<file path="src/design/lom_pkg.sv">
`timescale 1ns / 1ps
package lom_pkg;

    localparam int NumStocksDef = 5;
    localparam int BookDepthDef = 256;
    localparam int MaxOrdersDef = 4096;

    localparam logic [1:0] OP_BUY    = 2'd0;
    localparam logic [1:0] OP_SELL   = 2'd1;
    localparam logic [1:0] OP_CANCEL = 2'd2;
    localparam logic [1:0] OP_UNUSED = 2'd3;

    localparam logic [2:0] CMD_NONE   = 3'd0;
    localparam logic [2:0] CMD_POP    = 3'd1;
    localparam logic [2:0] CMD_SETQ   = 3'd2;
    localparam logic [2:0] CMD_INSERT = 3'd3;
    localparam logic [2:0] CMD_REMOVE = 3'd4;

    typedef struct packed {
        logic [1:0]  operation;
        logic [11:0] order_number;
        logic [2:0]  stock;
        logic [15:0] quantity;
        logic [19:0] price;
    } t_in;

    typedef struct packed {
        logic [15:0] remaining_quantity;
        logic [19:0] best_profit;
        logic        book_full;
        logic        cancel_done;
    } t_out;

    typedef struct packed {
        logic [19:0] price;
        logic [15:0] qty;
        logic [11:0] id;
    } t_entry;

    typedef struct packed {
        logic [2:0] cmd;
        logic       side;
        t_entry     ent;
    } t_cell_ctl;

    // entry a has lower priority than entry b in a book of the given side
    function automatic logic sits_below(logic side, logic [19:0] pa, logic [11:0] ia,
                                        logic [19:0] pb, logic [11:0] ib);
        logic r;
        if (pa == pb) begin
            r = ia > ib;
        end else begin
            r = side ? (pa > pb) : (pa < pb);
        end
        return r;
    endfunction

endpackage

</file>
<file path="src/design/lom_cell.sv">
`timescale 1ns / 1ps
module lom_cell #(
    parameter int IDX       = 0,
    parameter int NUM_BOOKS = 10,
    parameter int BOOK_DEPTH = 256
) (
    input  logic                               i_clk,
    input  logic [$clog2(NUM_BOOKS)-1:0]       i_book,
    input  lom_pkg::t_cell_ctl                 i_ctl,
    input  logic [$clog2(BOOK_DEPTH+1)-1:0]    i_count,
    input  logic [$clog2(BOOK_DEPTH)-1:0]      i_pos,
    input  lom_pkg::t_entry                    i_left,
    input  logic                               i_left_below,
    input  lom_pkg::t_entry                    i_right,
    output lom_pkg::t_entry                    o_entry,
    output logic                               o_below,
    output logic                               o_match
);
    localparam int CW = $clog2(BOOK_DEPTH + 1);
    localparam int PW = $clog2(BOOK_DEPTH);

    lom_pkg::t_entry r_mem [NUM_BOOKS];
    logic            w_valid;

    // entry of the selected book held in this slot
    assign o_entry = r_mem[i_book];
    assign w_valid = CW'(IDX) < i_count;
    assign o_below = !w_valid || lom_pkg::sits_below(i_ctl.side, o_entry.price, o_entry.id,
                                                     i_ctl.ent.price, i_ctl.ent.id);
    assign o_match = w_valid && (o_entry.id == i_ctl.ent.id);

    // slot update, shifting with neighbors
    always_ff @(posedge i_clk) begin
        unique case (i_ctl.cmd)
            lom_pkg::CMD_POP: begin
                r_mem[i_book] <= i_right;
            end
            lom_pkg::CMD_SETQ: begin
                if (IDX == 0) begin
                    r_mem[i_book].qty <= i_ctl.ent.qty;
                end
            end
            lom_pkg::CMD_INSERT: begin
                if (o_below) begin
                    if (i_left_below) begin
                        r_mem[i_book] <= i_left;
                    end else begin
                        r_mem[i_book] <= i_ctl.ent;
                    end
                end
            end
            lom_pkg::CMD_REMOVE: begin
                if (PW'(IDX) >= i_pos) begin
                    r_mem[i_book] <= i_right;
                end
            end
            default: begin
            end
        endcase
    end
endmodule
</file>
<file path="config.mk">
export PLATFORM = sky130hd
export DESIGN_NAME = lom_cell
export DESIGN_NICKNAME = d
export VERILOG_FILES = /design/src/design/lom_pkg.sv /design/src/design/lom_cell.sv
export SDC_FILE = /design/constraint.sdc
export NUM_CORES = 1
export LEC_CHECK = 0
export BUFFER_PORTS_ARGS = -buffer_cell sky130_fd_sc_hd__buf_2
export CAP_MARGIN = 20
export CORE_AREA = 2 2 201 301
export CTS_CLUSTER_SIZE = 14
export DETAILED_ROUTE_END_ITERATION = 8
export DIE_AREA = 0 0 203 303
export RECOVER_POWER = 50
export SYNTH_ARGS = -nofsm -noshare
export SYNTH_HDL_FRONTEND = slang
export SYNTH_SLANG_ARGS = --single-unit
</file>
<file path="constraint.sdc">
create_clock -name i_clk -period 18.25 [get_ports i_clk]
set_input_delay 0 -clock i_clk [delete_from_list [all_inputs] [get_ports i_clk]]
set_output_delay 0 -clock i_clk [all_outputs]
set_load 0.03 [all_outputs]
</file>
**Yosys cells after proc, flatten, opt, wreduce, memory -nomap -nowiden**

Memory sizes are Yosys's and may differ from the RTL's.
Cells that the tools add are included.

- Bits in registers: 0
- Memory bits (writable): 480
- Input port bits: 171
- Output and inout bits: 50
- Logic and storage cells: 52
- Memories: 1

- $lt $le $gt $ge: 5
- Equality and inequality tests: 6
- Muxes and demuxes: 27
- Bitwise operators: 10
- Reduce and logical (&&, ||, !) cells: 3

Memory list:

| name | words | bits a word | read ports | clocked after memory_dff | write ports | RTL line | RTL |
|---|---|---|---|---|---|---|---|
| r_mem | 10 | 48 | 1 | 0 | 1 | lom_cell.sv:22 | `lom_pkg::t_entry r_mem [NUM_BOOKS];` |

Operator list:

| operator | number |
|---|---|
| $mux 16 | 4 |
| $mux 20 | 3 |
| $mux 12 | 3 |
| $eq 20x20->1 | 1 |
| $gt 20x20->1 | 1 |
| $lt 20x20->1 | 1 |
| $mux 1 | 17 |
| $eq 12x12->1 | 1 |
| $gt 12x12->1 | 1 |
| $or 1x1->1 | 10 |
| $lt 1x9->1 const A | 1 |
| $ge 1x8->1 const A | 1 |
| $eq 3x2->1 const B | 2 |
| $eq 3x1->1 const B | 1 |
| $eq 3x3->1 const B | 1 |
| $logic_and 1x1->1 | 1 |
| $logic_not 1->1 | 1 |
| $logic_or 1x1->1 | 1 |

**Longest topological paths before layout**

An unclocked memory read counts as a cell.

- Word-level depth: 11
- Gate-level depth with buffers: 18
- Mapped depth without buffers: 13

**Worst setup path after synthesis**

No wires, ideal clock.

- Path type: input-to-reg
- From: in i_book[0]
- To: mem r_mem[0][0] (netlist name), enable pin
- Setup time: 0.501 ns
- Arrival: 6.855 ns
- Required time: 17.749 ns
- Setup slack: 10.894 ns
- Cell stages on the path: 17
- Path buffers: 6
- Cells stage by stage: clkbuf_1 -> buf_2 -> buf_2 -> buf_2 -> buf_2 -> mux2i_1 -> a21oi_1 -> ha_1 -> and4b_1 -> a211o_1 -> a21oi_1 -> nand2_1 -> mux2i_2 -> o41ai_1 -> and2_1 -> buf_2 -> nor4_1

RTL lines:

| what | RTL line | RTL |
|---|---|---|
| from (decl) | lom_cell.sv:8 | `input logic [$clog2(NUM_BOOKS)-1:0] i_book,` |
| to (decl) | lom_cell.sv:22 |  |

**Final worst setup path**

- From: in i_book[1]
- To: mem r_mem[4][6] (netlist name), enable pin

- Cells in the longest elaborated chain, start to end: 11
- Elaborated cells between the ends (all ways): 17
- Those cells by class: order compare: 3; eq/ne: 1; mux: 8; bitwise: 3; reduce/logical: 1; memory: 1

RTL lines:

| what | RTL line | RTL |
|---|---|---|
| $mem_v2 10x48 | -- |  |
| $lt 20x20->1 / $gt 20x20->1 (equally long branches) | lom_pkg.sv:53 | `r = side ? (pa > pb) : (pa < pb);` |
| $mux 1 | lom_pkg.sv:53 |  |
| $mux 1 | lom_pkg.sv:50 | `if (pa == pb) begin` |
| $logic_or 1x1->1 | lom_cell.sv:28 | `assign o_below = !w_valid \|\| lom_pkg::sits_below(i_ctl.side, o_entry.price, o_entry.id,` |
| $mux 1 | lom_cell.sv:44 | `if (o_below) begin` |
| $mux 1 | lom_cell.sv:34 | `unique case (i_ctl.cmd)` |
| $mux 1 (implied by the code) | lom_cell.sv:46 | `r_mem[i_book] <= i_left;` |
| $or 1x1->1 (no line) (3 in series) | -- |  |

Parallel ways exist; a longest one is shown, timed or not.

==> impl_metrics.json <==
{
  "status": "finished with violations",
  "violations": "capacitance limit, slew limit",
  "tns_ns": 0,
  "dpl_cell_area_um2": 22540,
  "finalPower_mw": 2.333,
  "routed_wl_mm": 51.60,
  "dieArea_um2": 61510,
  "ys_warn_count": 0,
  "fin_skew_ns": 0.01997,
  "via_per_inst": 5.230,
  "finalCritPeriodShare": 0.5862,
  "track_usage": 0.1659,
  "port-buffer-count": 220,
  "p_leak_nw": 8.138,
  "critical_path_arrival_ns": 10.81,
  "grt-ovfl-total": 0,
  "grt_first_pass_wirelength_mm": 75.06,
  "critPathBufInv": 3,
  "cts.clk_slew.worst_paths_ns": 0.06,
  "synth_cells": 1170,
  "dp_cells": 2118,
  "die_h_um": 303,
  "slowest_stage": "clkbuf_1",
  "grt_pass1_vias": 11920,
  "cp.required_ns": 18.37,
  "cts.sinks": 480,
  "ir_worst_vdd_mv": 0.06743,
  "largest_reg_flops": 480,
  "synthFlopType": "edfxtp_1",
  "fp.dieW_um": 203,
  "setup_violations": 0,
  "synth_seq_cells": 480,
  "cp-end-kind": "flop",
  "antenna_cells": 0,
  "netlist_area_um2": 20440,
  "synth.distinct_cells": 48,
  "finalInstanceArea_um2": 23860,
  "initial_core_util": 0.3478,
  "relSlewSlack": -1.464,
  "ctsRootBufferMaster": "clkbuf_16",
  "cp_common_cell": "clkbuf_1",
  "vias": 11570,
  "cts_max_path_buffers": 3,
  "drtAntennaViolNets": 0,
  "syn_nets": 1373,
  "wl_per_cell_um": 23.33,
  "critPathTopFamily": "buffers and inverters",
  "whs_ns": 0.01637,
  "first_iter_violations": 885,
  "drc_errors": 0,
  "nFillCells": 5299,
  "num_rows": 109,
  "synth_top_area_frac": 0.7051,
  "cp-start-kind": "primary input",
  "drv_slew": 446,
  "hold_viol": 0,
  "regMostFlops": "r_mem",
  "slowest_delay_ns": 2.56,
  "fin_crit_ns": 10.70,
  "clk_latency_ns": 0.57,
  "fin_ws_ns": 7.552,
  "largestRegisters": "r_mem (480)",
  "p_per_area_nw_per_um2": 97.79,
  "postSynth.asyncResetShare": 0,
  "area.growth.synth_to_final_pct": 16.71,
  "yosys-top-cells-area": "edfxtp_1 71%, mux4_2 11%, mux2i_1 3.9%",
  "worst_slew_pin_slew_ns": 3.697,
  "cts_buffers": 46,
  "htree_levels": 2,
  "dr.pass1.iters": 7,
  "seq_area_frac_synth": 0.7051,
  "synth.avg_cell_area_um2": 17.47,
  "fmax_ghz": 0.09348,
  "synth-edff-count": 480,
  "yosys.area.top_type": "edfxtp_1",
  "place_congestion": 0.7764,
  "drv_cap": 13,
  "layout.nets": 1608,
  "place_ws_ns": 11.60,
  "antenna_found_initial": 6,
  "final_util": 0.4059,
  "path_cells": "clkbuf_1, clkbuf_1, mux4_2, nor2b_1, a211oi_1, a21oi_1, ha_1, nand4_1, nor4_1, a21oi_1, nand2_1, mux2i_1, o41ai_1, and2_0, nor4_1, clkbuf_1",
  "grt_max_degree": 75,
  "final_layout_size_suffix_gt1_frac": 0.2509,
  "core_um2": 58780,
  "hpwl_mm": 31.92,
  "crit_fanout": 53,
  "ios": 221,
  "worst_hold_path_type": "in -> reg",
  "path_class": "in -> reg",
  "cts_tree": "yes",
  "rsz0062_at_grt": "false",
  "final_cell_count_no_fill": 2212
}
==> synth_stat cells (2+ instances only) <==
library cell    n
nor4_1          6
inv_1          36
buf_1           5
nand2b_1       22
a21oi_1        61
nor2_1         23
mux2i_1        80
nor3_1         17
and2_1          2
o21ai_0        38
ha_1           32
nor2b_1        48
o221a_1        10
buf_2          22
mux4_2         96
o211ai_1        2
mux2_2          2
nand4_1         4
nand3_1         6
edfxtp_1      480
clkbuf_1       42
a211o_1         2
a211oi_1       46
nand2_1        59
o221a_2         6
==> layout make-up <==
cell class	instances	area, um^2	area share
Tap cell	777	972.2	0.04074
Timing Repair Buffer	258	1303	0.05459
Inverter	36	135.1	0.005663
Clock buffer	60	1225	0.05134
Clock inverter	18	141.4	0.005926
Multi-Input combinational cell	583	5670	0.2377
Sequential cell	480	14410	0.6041
==> cell families after synthesis <==
| logic type | after synthesis | synth area share |
|---|---|---|
| mux | 179 | 0.1467 |
| buf+inv | 107 | 0.02154 |
| flops | 480 | 0.7051 |
| fa+ha+maj | 32 | 0.01958 |
| compound gates | 174 | 0.05637 |
| simple gates | 198 | 0.05074 |
==> per-layer routing <==
metal  track usage  routed length [um]  vias up
li1              -                   -     5148
met1        0.2077               21250     5940
met2        0.2924               25820      399
met3       0.03169                3235       78
met4       0.04918                1273        4
met5             0                  27        -
==> repair_timing <==
| action | CTS | global route |
|---|---|---|
| buffers inserted | 0 | 0 |
| hold buffers | 5 | 5 |
| endpoints found under the hold margin | 41 | 26 |
| gates resized for setup | 0 | 0 |
==> where the power goes <==
group	leakage, nW	total, mW	internal (mW)	switching (mW)
combinational	3.16	0.212	0.0760	0.136
sequential	4.33	1.24	1.24	0.00173
clock	0.656	0.884	0.498	0.386
total	8.14	2.33	1.81	0.524
==> final timing paths <==
kind	startpoint	end	slack (ns)	depth (start not counted)
setup reg to reg	r_mem[2][33]	r_mem[4][6]	11.73	14
setup / recovery	i_book[1]	r_mem[4][6]	7.55	16
hold reg to reg	r_mem[8][11]	r_mem[5][1]	2.02	10
hold / removal	i_ctl[12]	r_mem[8][12]	0.02	2
==> placed cells by master, fill, tap and decap left out, drive strengths merged, types with 2 or more instances in the layout <==
| cell type | netlist | layout |
|---|---|---|
| clkinv | 0 | 12 |
| nor3 | 18 | 18 |
| a21oi | 61 | 61 |
| nor2b | 48 | 48 |
| and3 | 2 | 2 |
| buf | 29 | 181 |
| a211o | 2 | 2 |
| mux4 | 96 | 96 |
| mux2i | 81 | 81 |
| o221a | 16 | 16 |
| nand3 | 6 | 6 |
| bufinv | 0 | 2 |
| edfxtp | 480 | 480 |
| nand2 | 59 | 59 |
| o211ai | 2 | 2 |
| o21ai | 39 | 39 |
| nand4 | 5 | 5 |
| nand2b | 22 | 22 |
| a211oi | 46 | 46 |
| inv | 36 | 37 |
| ha | 32 | 32 |
| clkbuf | 42 | 127 |
| nor4 | 7 | 7 |
| clkinvlp | 0 | 3 |
| mux2 | 2 | 2 |
| nor2 | 23 | 23 |
| dlygate4sd3 | 0 | 10 |
| and2 | 2 | 2 |
Power figures use the tool's default switching activity.
